$ cat config.mk
export PLATFORM = sky130hd
export DESIGN_NAME = bisection_cubic_root_finder
export DESIGN_NICKNAME = d
export VERILOG_FILES = /design/src/rtl/core/bcr_pkg.sv /design/src/rtl/core/bcr_cell.sv /design/src/rtl/core/bcr_poly.sv /design/src/rtl/core/bisection_cubic_root_finder.sv
export SDC_FILE = /design/constraint.sdc
export NUM_CORES = 2
export LEC_CHECK = 0
export ABC_AREA = 0
export BUFFER_PORTS_ARGS = -buffer_cell sky130_fd_sc_hd__buf_4
export CAP_MARGIN = 20
export CORE_ASPECT_RATIO = 0.6
export CORE_MARGIN = 5
export CORE_UTILIZATION = 30
export CTS_CLUSTER_SIZE = 28
export DETAILED_ROUTE_END_ITERATION = 8
export SLEW_MARGIN = 10
export SYNTH_ARGS = -nofsm -noshare
export SYNTH_HDL_FRONTEND = slang
export SYNTH_SLANG_ARGS = --single-unit
export TNS_END_PERCENT = 1
$ cat constraint.sdc
create_clock -name clk -period 26.3 [get_ports clk]
set_clock_uncertainty 0.1 [all_clocks]
set_input_delay 3.945 -clock clk [delete_from_list [all_inputs] [get_ports clk]]
set_output_delay 3.945 -clock clk [all_outputs]
set_load 0.1 [all_outputs]
$ cat src/rtl/core/bcr_pkg.sv
// Shared constants, register codes and types for the bisection cubic root finder.
package bcr_pkg;

  localparam int FRAC_BITS_DEF   = 16;
  localparam int VALUE_WIDTH_DEF = 32;
  localparam int LIMB_W          = 32;
  localparam int ITER_W          = 16;
  localparam int CFG_INDEX_W     = 3;

  localparam logic signed [31:0] RST_COEF_CUBIC  = -32'sd68629;
  localparam logic signed [31:0] RST_COEF_SQUARE = 32'sd617662;
  localparam logic signed [31:0] RST_COEF_LINEAR = 32'sd0;
  localparam logic signed [31:0] RST_COEF_CONST  = -32'sd1966080;
  localparam logic [31:0]        RST_TOLERANCE   = 32'd1;
  localparam logic [ITER_W-1:0]  RST_MAX_ITER    = 16'd1000;

  typedef enum logic [CFG_INDEX_W-1:0] {
    REG_COEF_CUBIC  = 3'd0,
    REG_COEF_SQUARE = 3'd1,
    REG_COEF_LINEAR = 3'd2,
    REG_COEF_CONST  = 3'd3,
    REG_TOLERANCE   = 3'd4,
    REG_MAX_ITER    = 3'd5
  } cfg_reg_t;

  // Status of one polynomial evaluation, valid in the cycle done is high.
  typedef struct packed {
    logic done;
    logic zero;
    logic neg;
  } bcr_sign_t;

endpackage

$ cat src/rtl/core/bcr_cell.sv
// One limb cell of the accumulator chain: loads in parallel or takes its neighbor's limb.
module bcr_cell
  import bcr_pkg::*;
(
  input  logic              clk,
  input  logic              load,
  input  logic              shift,
  input  logic [LIMB_W-1:0] load_val,
  input  logic [LIMB_W-1:0] shift_in,
  output logic [LIMB_W-1:0] q
);

  always_ff @(posedge clk) begin
    if (load) begin
      q <= load_val;
    end else if (shift) begin
      q <= shift_in;
    end
  end

endmodule

$ cat src/rtl/core/bcr_poly.sv
// Exact Horner evaluation of the cubic, one limb a cycle through a ring of limb cells.
module bcr_poly
  import bcr_pkg::*;
#(
  parameter int FRAC_BITS   = FRAC_BITS_DEF,
  parameter int VALUE_WIDTH = VALUE_WIDTH_DEF
) (
  input  logic                          clk,
  input  logic                          rst,
  input  logic                          start,
  input  logic signed [VALUE_WIDTH-1:0] x,
  input  logic signed [VALUE_WIDTH-1:0] coef_cubic,
  input  logic signed [VALUE_WIDTH-1:0] coef_square,
  input  logic signed [VALUE_WIDTH-1:0] coef_linear,
  input  logic signed [VALUE_WIDTH-1:0] coef_const,
  output bcr_sign_t                     res
);

  localparam int W      = VALUE_WIDTH;
  localparam int NLIMB  = (4 * W + 3 * FRAC_BITS + LIMB_W + 3) / LIMB_W;
  localparam int ACC_W  = NLIMB * LIMB_W;
  localparam int IDX_W  = $clog2(NLIMB);
  localparam int T_W    = LIMB_W + W + 2;

  typedef enum logic [1:0] {
    P_SQUARE,
    P_LINEAR,
    P_CONST
  } pass_t;

  pass_t                   pass;
  logic [IDX_W-1:0]        idx;
  logic                    busy;
  logic                    nz;
  logic signed [W+1:0]     carry;
  logic signed [W-1:0]     xr;

  logic [LIMB_W-1:0]       cell_q [NLIMB];
  logic [ACC_W-1:0]        init_full;
  logic [ACC_W-1:0]        add_full;
  logic [LIMB_W-1:0]       add_limb;
  logic signed [LIMB_W+W:0] prod;
  logic signed [T_W-1:0]   t;
  logic [LIMB_W-1:0]       mac_out;

  assign init_full = {{(ACC_W-W){coef_cubic[W-1]}}, coef_cubic};

  always_comb begin
    case (pass)
      P_SQUARE: add_full = {{(ACC_W-W){coef_square[W-1]}}, coef_square} << FRAC_BITS;
      P_LINEAR: add_full = {{(ACC_W-W){coef_linear[W-1]}}, coef_linear} << (2 * FRAC_BITS);
      P_CONST:  add_full = {{(ACC_W-W){coef_const[W-1]}}, coef_const} << (3 * FRAC_BITS);
      default:  add_full = '0;
    endcase
  end

  assign add_limb = add_full[idx*LIMB_W +: LIMB_W];

  // Limb times signed x, plus the addend limb and the signed carry from the limb below.
  assign prod    = $signed({1'b0, cell_q[0]}) * xr;
  assign t       = T_W'(prod) + T_W'($signed({1'b0, add_limb})) + T_W'(carry);
  assign mac_out = t[LIMB_W-1:0];

  for (genvar i = 0; i < NLIMB; i++) begin : g_cell
    logic [LIMB_W-1:0] nb;
    if (i == NLIMB - 1) begin : g_top
      assign nb = mac_out;
    end else begin : g_mid
      assign nb = cell_q[i+1];
    end
    bcr_cell u_cell (
      .clk      (clk),
      .load     (start),
      .shift    (busy),
      .load_val (init_full[i*LIMB_W +: LIMB_W]),
      .shift_in (nb),
      .q        (cell_q[i])
    );
  end

  always_ff @(posedge clk) begin
    if (rst) begin
      busy     <= 1'b0;
      pass     <= P_SQUARE;
      idx      <= '0;
      res.done <= 1'b0;
    end else begin
      res.done <= 1'b0;
      if (start) begin
        busy  <= 1'b1;
        pass  <= P_SQUARE;
        idx   <= '0;
        carry <= '0;
        nz    <= 1'b0;
        xr    <= x;
      end else if (busy) begin
        carry <= t[T_W-1:LIMB_W];
        if (pass == P_CONST) begin
          nz <= nz | (|mac_out);
        end
        if (idx == IDX_W'(NLIMB - 1)) begin
          idx   <= '0;
          carry <= '0;
          case (pass)
            P_SQUARE: pass <= P_LINEAR;
            P_LINEAR: pass <= P_CONST;
            default: begin
              // The most significant limb leaves the multiplier last.
              busy     <= 1'b0;
              res.done <= 1'b1;
              res.zero <= ~(nz | (|mac_out));
              res.neg  <= mac_out[LIMB_W-1];
            end
          endcase
        end else begin
          idx <= idx + 1'b1;
        end
      end
    end
  end

endmodule

$ cat src/rtl/core/bisection_cubic_root_finder.sv
// Bisection root finder for a configurable cubic in signed fixed point.
// Each polynomial evaluation makes a square, a linear and a constant pass over NLIMB limbs,
// NLIMB = (4*W+3*F+35)/32 (6 at Q16.16). An item evaluates the lower end, then the midpoint
// once per bisection step, and skips the midpoint when the lower end is itself a zero.
// The evaluator has a single limb multiplier; one item is worked at a time.
// Synchronous reset restores the reset polynomial, tolerance 1 and a limit of 1000 steps.
module bisection_cubic_root_finder
  import bcr_pkg::*;
#(
  parameter int FRAC_BITS   = FRAC_BITS_DEF,
  parameter int VALUE_WIDTH = VALUE_WIDTH_DEF
) (
  input  logic                          clk,
  input  logic                          rst,
  input  logic                          cfg_write,
  input  logic [CFG_INDEX_W-1:0]        cfg_index,
  input  logic [VALUE_WIDTH-1:0]        cfg_data,
  input  logic                          in_valid,
  output logic                          in_stall,
  input  logic signed [VALUE_WIDTH-1:0] lower_end,
  input  logic signed [VALUE_WIDTH-1:0] upper_end,
  output logic                          out_valid,
  input  logic                          out_stall,
  output logic signed [VALUE_WIDTH-1:0] root_estimate,
  output logic                          exact_zero,
  output logic                          converged,
  output logic [ITER_W-1:0]             steps_used
);

  localparam int W = VALUE_WIDTH;

  typedef enum logic [2:0] {
    S_IDLE,
    S_EVAL_LO,
    S_STEP,
    S_EVAL_MID,
    S_CHECK,
    S_FINISH
  } state_t;

  state_t              state;
  logic signed [W-1:0] coef_cubic, coef_square, coef_linear, coef_const;
  logic [W-2:0]        tolerance;
  logic [ITER_W-1:0]   max_iterations;

  logic signed [W-1:0] lo, hi, root;
  logic                sa_zero, sa_neg, ez, conv;
  logic [ITER_W-1:0]   steps;

  logic signed [W:0]   sum, diff;
  logic [W:0]          span;
  logic signed [W-1:0] mid;
  logic                wide;
  logic                poly_start;
  logic signed [W-1:0] poly_x;
  bcr_sign_t           eval_res;

  assign sum  = {lo[W-1], lo} + {hi[W-1], hi};
  assign mid  = sum[W:1];
  assign diff = {lo[W-1], lo} - {hi[W-1], hi};
  assign span = diff[W] ? (~diff + 1'b1) : diff;
  assign wide = span > {2'b00, tolerance};

  assign in_stall   = (state != S_IDLE);
  assign poly_start = (state == S_IDLE && in_valid) || (state == S_STEP && !sa_zero);
  assign poly_x     = (state == S_IDLE) ? lower_end : mid;

  bcr_poly #(
    .FRAC_BITS   (FRAC_BITS),
    .VALUE_WIDTH (VALUE_WIDTH)
  ) u_poly (
    .clk         (clk),
    .rst         (rst),
    .start       (poly_start),
    .x           (poly_x),
    .coef_cubic  (coef_cubic),
    .coef_square (coef_square),
    .coef_linear (coef_linear),
    .coef_const  (coef_const),
    .res         (eval_res)
  );

  always_ff @(posedge clk) begin
    if (rst) begin
      coef_cubic     <= W'(RST_COEF_CUBIC);
      coef_square    <= W'(RST_COEF_SQUARE);
      coef_linear    <= W'(RST_COEF_LINEAR);
      coef_const     <= W'(RST_COEF_CONST);
      tolerance      <= (W-1)'(RST_TOLERANCE);
      max_iterations <= RST_MAX_ITER;
    end else if (cfg_write) begin
      case (cfg_reg_t'(cfg_index))
        REG_COEF_CUBIC:  coef_cubic     <= cfg_data;
        REG_COEF_SQUARE: coef_square    <= cfg_data;
        REG_COEF_LINEAR: coef_linear    <= cfg_data;
        REG_COEF_CONST:  coef_const     <= cfg_data;
        REG_TOLERANCE:   tolerance      <= cfg_data[W-2:0];
        REG_MAX_ITER:    max_iterations <= cfg_data[ITER_W-1:0];
        default: ;
      endcase
    end
  end

  always_ff @(posedge clk) begin
    if (rst) begin
      state     <= S_IDLE;
      out_valid <= 1'b0;
    end else begin
      // The finish state loads the next item itself when the register empties.
      if (out_valid && !out_stall && state != S_FINISH) begin
        out_valid <= 1'b0;
      end
      case (state)
        S_IDLE: begin
          if (in_valid) begin
            lo    <= lower_end;
            hi    <= upper_end;
            steps <= '0;
            state <= S_EVAL_LO;
          end
        end
        S_EVAL_LO: begin
          if (eval_res.done) begin
            sa_zero <= eval_res.zero;
            sa_neg  <= eval_res.neg;
            state   <= S_STEP;
          end
        end
        S_STEP: begin
          steps <= steps + 1'b1;
          if (sa_zero) begin
            root  <= lo;
            ez    <= 1'b1;
            conv  <= 1'b0;
            state <= S_FINISH;
          end else begin
            state <= S_EVAL_MID;
          end
        end
        S_EVAL_MID: begin
          if (eval_res.done) begin
            if (eval_res.zero) begin
              root  <= mid;
              ez    <= 1'b1;
              conv  <= 1'b0;
              state <= S_FINISH;
            end else begin
              // Same sign as the lower end moves the lower end; otherwise the upper.
              if (eval_res.neg == sa_neg) begin
                lo <= mid;
              end else begin
                hi <= mid;
              end
              state <= S_CHECK;
            end
          end
        end
        S_CHECK: begin
          if (wide && steps < max_iterations) begin
            state <= S_STEP;
          end else begin
            root  <= mid;
            ez    <= 1'b0;
            conv  <= ~wide;
            state <= S_FINISH;
          end
        end
        S_FINISH: begin
          if (!out_valid || !out_stall) begin
            out_valid     <= 1'b1;
            root_estimate <= root;
            exact_zero    <= ez;
            converged     <= conv;
            steps_used    <= steps;
            state         <= S_IDLE;
          end
        end
        default: state <= S_IDLE;
      endcase
    end
  end

  a_flags_exclusive: assert property (@(posedge clk) disable iff (rst)
    out_valid |-> !(exact_zero && converged))
    else $error("result flags exact_zero and converged both set");

  a_steps_nonzero: assert property (@(posedge clk) disable iff (rst)
    out_valid |-> steps_used != '0)
    else $error("result item carries zero steps");

  a_eval_expected: assert property (@(posedge clk) disable iff (rst)
    eval_res.done |-> (state == S_EVAL_LO || state == S_EVAL_MID))
    else $error("evaluation finished while no evaluation was awaited");

endmodule

Word level (Yosys, flattened, before mapping)
Cells that the tools add are included.
Storage, ports and cells
  register bits: 613
  bits in latches: 0
  bits in writable memories: 0
  ROM bits: 0
  bits of input ports: 104
  output and inout bits: 52
  word-level logic and storage cells: 186
  memories: 0
Cells by class
  add/subtract/negate cells: 7
  $mul: 1
  div/mod/pow operators: 0
  order comparisons: 2
  eq/ne operators: 25
  shift operators: 1
  muxes and demuxes: 64
  bitwise logic cells: 9
  reductions and logical operators: 42
Operator list (count)
  32-bit two-way mux: 25
  192-bit case mux with 3 select lines: 1
  192-bit by 9-bit variable part select with 32-bit output: 1
  32-bit case mux with 2 select lines: 2
  32-bit case mux with 3 select lines: 1
  34-bit two-way mux: 2
  65-bit by 33-bit adder with 66-bit output: 1
  66-bit by 34-bit adder with 66-bit output: 1
  33-bit by 32-bit multiplier with 65-bit output: 1
  32-bit by 32-bit adder with 33-bit output: 1
  33-bit by 1-bit adder with 33-bit output (second input constant): 1
  33-bit by 31-bit > comparator with 1-bit output: 1
  33-bit two-way mux: 1
  33-bit NOT: 1
  32-bit by 32-bit subtractor with 33-bit output: 1
  16-bit case mux with 2 select lines: 1
  32-bit OR reduction: 1
  3-bit two-way mux: 8
  1-bit two-way mux: 18
  3-bit case mux with 6 select lines: 1
  6-bit AND reduction: 3
  16-bit by 1-bit adder with 16-bit output (second input constant): 1
  16-bit < comparator: 1
  16-bit two-way mux: 1
  other kinds (27): 75

Longest topological paths before layout
  word-level depth: 9
  mapped depth: 37
  depth with buffers taken out: 33

By module
From an unflattened synthesis, not the netlist that was laid out.
Unflattened totals
  cells, all modules: 7202
  area, all modules: 68968.6 um^2
Modules (own cells, without submodules)
  bcr_poly: times used 1, cells an instance 4579, area each 40878.0 um^2, sequential area each 2212.1 um^2
  bisection_cubic_root_finder: times used 1, cells an instance 2209, area each 19044.5 um^2, sequential area each 8568.2 um^2
  bcr_cell: times used 6, cells an instance 69, area each 1507.7 um^2, sequential area each 960.9 um^2

Least setup slack after synthesis
Ideal clock, no wire load.
  path kind: register -> register
  start point: register u_poly.pass[0]
  end point: register u_poly.carry[33], data pin
  setup time: 0.261 ns
  arrival: 8.636 ns
  data required time: 25.939 ns
  path slack: 17.302 ns
  cell stages (with the launch flop): 38
  path buffers: 4
  period minus slack after synthesis: 8.998 ns
  cells stage by stage: dfxtp_1 > clkbuf_1 > inv_1 > nand2_1 > a21o_1 > clkbuf_1 > a21oi_1 > nand2_1 > clkbuf_1 > o21a_1 > o21ai_0 > fa_1 > inv_1 > fa_1 > fa_1 > inv_1 > fa_1 > inv_1 > (+2 left out) > inv_1 > fa_1 > inv_1 > fa_1 > inv_1 > ha_1 > clkbuf_1 > nand2_1 > nor2_1 > nand4_1 > or4_1 > a31oi_1 > a211oi_1 > o21ai_1 > o21ai_1 > o21ai_1 > a31oi_1 > mux2i_1
On the way
  cells in the longest elaborated chain, start to end: 7
  elaborated cells on any way between the ends: 9
  classes of those cells: 2 x add/sub; 2 x eq/ne; 1 x shift; 3 x mux; 1 x reduce/logical
Ends and longest elaborated chain
  start: declaration: RTL line bcr_poly.sv:31  | pass_t pass;
  start signal: assignment: RTL line bcr_poly.sv:84  | pass <= P_SQUARE;
  start signal: assignment: RTL line bcr_poly.sv:91  | pass <= P_SQUARE;
  start signal: assignment: RTL line bcr_poly.sv:105  | P_SQUARE: pass <= P_LINEAR;
  2-bit equality test (tied with other cells): RTL line bcr_poly.sv:49  | case (pass)
  192-bit case mux with 3 select lines (*): RTL line bcr_poly.sv:49
  192-bit by 9-bit variable part select with 32-bit output (*): RTL line bcr_poly.sv:57  | assign add_limb = add_full[idx*LIMB_W +: LIMB_W];
  65-bit by 33-bit adder with 66-bit output (*): RTL line bcr_poly.sv:61  | assign t = T_W'(prod) + T_W'($signed({1'b0, add_limb})) + T_W'(carry);
  66-bit by 34-bit adder with 66-bit output (*): RTL line bcr_poly.sv:61
  34-bit two-way mux (*): RTL line bcr_poly.sv:101  | if (idx == IDX_W'(NLIMB - 1)) begin
  34-bit two-way mux (*): RTL line bcr_poly.sv:96  | end else if (busy) begin
  end signal: assignment: RTL line bcr_poly.sv:97  | carry <= t[T_W-1:LIMB_W];
  end: declaration: RTL line bcr_poly.sv:35  | logic signed [W+1:0] carry;
Mark *: on every way between the ends. The rest lies on a longest branch, timed or not. The select of a mux whose other input is x is not followed.
A chain may end at the register's enable or synchronous reset.

Worst setup path after layout
  start point: register u_poly.pass[1]
  end point: register u_poly.nz, data pin
On the way
  cells in the longest elaborated chain, start to end: 9
  elaborated cells on any way between the ends: 11
  classes of those cells: 2 x add/sub; 2 x eq/ne; 1 x shift; 3 x mux; 1 x bitwise; 2 x reduce/logical
Ends and longest elaborated chain
  2-bit equality test (tied with other cells): RTL line bcr_poly.sv:49
  192-bit case mux with 3 select lines (*): RTL line bcr_poly.sv:49
  192-bit by 9-bit variable part select with 32-bit output (*): RTL line bcr_poly.sv:57
  65-bit by 33-bit adder with 66-bit output (*): RTL line bcr_poly.sv:61
  66-bit by 34-bit adder with 66-bit output (*): RTL line bcr_poly.sv:61
  32-bit OR reduction (*): RTL line bcr_poly.sv:99  | nz <= nz | (|mac_out);
  1-bit OR (*): RTL line bcr_poly.sv:99
  1-bit two-way mux (*): RTL line bcr_poly.sv:98  | if (pass == P_CONST) begin
  1-bit two-way mux (*): RTL line bcr_poly.sv:96
  end signal: assignment: RTL line bcr_poly.sv:99
  end: declaration: RTL line bcr_poly.sv:34  | logic nz;
Marked as above.

==> flow_summary.json <==
{
  "status": "complete, no violations",
  "synthAdderAreaFrac_pct": 37.99,
  "num_vias": 50231,
  "drive_gt1_share_pct": 6.068,
  "antenna_found_initial": 12,
  "cts_setup_buffers": 0,
  "core_area_um2": 218800,
  "htreeDepth": 2,
  "synth_cell_types": 98,
  "synth_mux_area_share_pct": 0.3186,
  "avgRoutedWirePerCell_um": 22.20,
  "multi_input_area_um2": 43290,
  "path_clk_slew_ps": 70,
  "finalCritPeriodShare_pct": 44.52,
  "syn2layout_area_growth_pct": 9.462,
  "synthArstFlopShare_pct": 0,
  "grt_max_degree": 167,
  "slew_violations": 0,
  "cp_slowest_cell": "xor2_1",
  "grt.total_usage_pct": 19.19,
  "detailedRoute.firstIterationViolations": 5172,
  "drt_wl_total_um": 224000,
  "slew_headroom_pct": 11.37,
  "syn_inst": 7224,
  "synth_nets": 8733,
  "cts_tree": "yes",
  "cts_hold_buf": 0,
  "first_global_vias": 50714,
  "finalCriticalPeriod_ps": 11710,
  "io_buffer_count": 155,
  "rsz0062_at_grt": "false",
  "drcViolationCount": 0,
  "crit_fanout": 24,
  "via_per_inst": 4.978,
  "die_area_um2": 229700,
  "ys_seq_elements": 613,
  "start_kind": "register",
  "setup_viol": 0,
  "detail-route-antenna-nets": 0,
  "max_cap_violations": 0,
  "synth-edff-count": 427,
  "cts_resized": 0,
  "die_h_um": 373.3,
  "worst_setup_path_end_kind": "register",
  "gp_congestion": 0.9650,
  "num_io_pins": 156,
  "synth_warnings": 0,
  "hp-class": "reg -> reg",
  "critPathArrivalTime_ps": 11990,
  "cts_buffers": 56,
  "ff_latch_area_um2": 16550,
  "cp.required_ps": 26580,
  "yosys.area_share.simple_pct": 16.58,
  "yosysSeqAreaShare_pct": 25.08,
  "dr.pass1.iters": 7,
  "syn_area_um2": 65970,
  "synth_top_family_by_area": "adder cells",
  "grt_first_pass_wirelength_um": 336100,
  "dp_hpwl_um": 172700,
  "final_hold_viol_count": 0,
  "clk_path_buf_depth": 3,
  "clock_latency_ps": 700,
  "fillCellCount": 22424,
  "timing.setup.tns_ps": 0,
  "max_slew.worst_pin.slew_ps": 1325,
  "cpPeakStageDelay_ps": 1070,
  "critical_path_class": "reg -> reg",
  "synth_xor_area_share_pct": 2.018,
  "synth_flop_cell": "edfxtp_1",
  "synth_compound_area_share_pct": 8.527,
  "max_freq_ghz": 0.08541,
  "floorplan.initialDensity_pct": 30.15,
  "cts_root_buf": "clkbuf_16",
  "die_w_um": 615.4,
  "critical_path.most_common_cell": "fa_1",
  "nets": 8647,
  "clock_sinks": 613,
  "fp-row-count": 133,
  "grt_overflow": 0,
  "synth.avg_cell_area_um2": 9.133
}
[cells by family after synthesis]
kind of cell	after synthesis
and+or+nand+nor	2456
buffers and inverters	1659
adders and majority gates	1405
AOI/OAI and AO/OA	920
DFF	613
xor gates and xnor gates	152
muxes	19
[metrics by stage]
step	instance area (um2)	worst slack [ps]	std cells	hold slack [ps]	util, %
after floorplan	65970	17300	7224	300.3	-
final	72220	14590	10091	315.4	33.00
after global placement	70110	14620	9978	306.6	32.04
after global routing	72210	14190	10088	327.4	33.00
after detailed placement	70160	14960	9981	305.4	32.06
after CTS	72180	14900	10086	322.6	32.98
[worst max-delay path: cells and delay by family, from the launching register on]
kind	cells	cell delay, ps
fa+ha+maj	9	4490
flops	1	840
xor+xnor	1	1070
compound gates	5	1230
simple gates	8	3270
buf+inv	6	380
[flip-flops by register name, summed over array words and instances, names as in the netlist, 32 cells and up]
name / flops
u_poly.g_cell.u_cell.q: 192
u_poly.carry: 34
coef_const: 32
coef_cubic: 32
coef_linear: 32
coef_square: 32
hi: 32
lo: 32
root: 32
root_estimate: 32
u_poly.xr: 32
[routing by layer]
metal	GRT usage [%]	wire length (um)	vias to the layer above	part of all wire (%)
met5	0	20	-	0.0089
met4	2.767	3658	2	1.6
met3	6.171	27270	222	12
met2	25.70	85970	2391	38
met1	30.10	107100	25365	48
li1	-	-	22251	-
[cell usage after synthesis, drive strengths merged (5+ instances only)]
cell type  instances  share of area [%]
nor2b             22               0.21
a31oi             28               0.27
ha               408                7.7
a21o              68               0.77
o211a              5              0.076
xnor2             98                1.3
and2             382                3.6
and3              20               0.19
a21oi            414                3.1
nand2           1521                8.7
o21ai            171                1.3
a211oi            17               0.21
buf               27               0.20
or2               13               0.12
a311oi             6              0.080
fa               997                 30
nand2b            49               0.46
nand4             30               0.28
dfxtp            186                5.6
a21boi             5              0.057
o21a              69               0.79
nor2             240                1.4
o41ai              5               0.10
a2111oi            7               0.12
nor4b              5              0.085
clkbuf           378                2.2
a221oi             9               0.15
o211ai            15               0.18
mux2              16               0.27
o31ai              5              0.057
nand3             91               0.70
o2111ai            7              0.093
a22oi             17               0.19
and4               8               0.11
o21bai            25               0.28
xor2              54               0.72
nor4               6              0.066
edfxtp           427                 19
o221ai             6              0.080
o22ai              5              0.047
or3               17               0.16
nor3              35               0.30
inv             1254                7.1
[layout make-up]
type,instances,share of cell area (%)
diodes,4,0.01386
clock buffers,75,2.370
clock inverters,30,0.4227
inverters,1254,6.518
multi-input cells,4952,59.94
flip-flops and latches,613,22.91
well taps,2902,5.028
repair buffers,261,2.796
[layout by cell type, fill, tap and decap left out, types with 10 or more instances in the layout]
cell type	Yosys	layout
ha_1	408	408
nor2b_1	22	22
xor2_1	54	54
inv_1	1249	1249
nand4_1	30	30
xnor2_1	98	98
clkbuf_16	0	65
clkinv_2	0	10
buf_4	2	256
and3_1	20	20
o21a_1	69	69
and2_1	381	380
fa_1	997	997
nand3_1	90	90
a21oi_1	414	412
o21bai_1	25	25
mux2_2	16	16
o211ai_1	14	14
o21ai_1	14	14
o21ai_0	157	156
dfxtp_1	186	186
or3_1	17	17
or2_2	12	11
nand2b_1	49	49
a31oi_1	27	27
a211oi_1	15	14
edfxtp_1	427	427
nor2_1	239	235
nand2_1	1521	1519
a21o_1	68	68
nor3_1	32	32
a22oi_1	17	17
[final timing paths]
check             cells after the start                    endpoint                         from  slack [ps]
setup / recovery                     29     u_poly.nz$_SDFFCE_PN0P_  u_poly.pass[1]$_SDFFE_PP0P_       14590
hold reg to reg                       0  root_estimate[5]$_DFFE_PP_            root[5]$_DFFE_PP_         320
setup reg to reg                     29     u_poly.nz$_SDFFCE_PN0P_  u_poly.pass[1]$_SDFFE_PP0P_       14590
hold / removal                        0  root_estimate[5]$_DFFE_PP_            root[5]$_DFFE_PP_         320
Power is not shown: default switching activity piles up to over one toggle a cycle in this logic, so the estimate is an artifact.
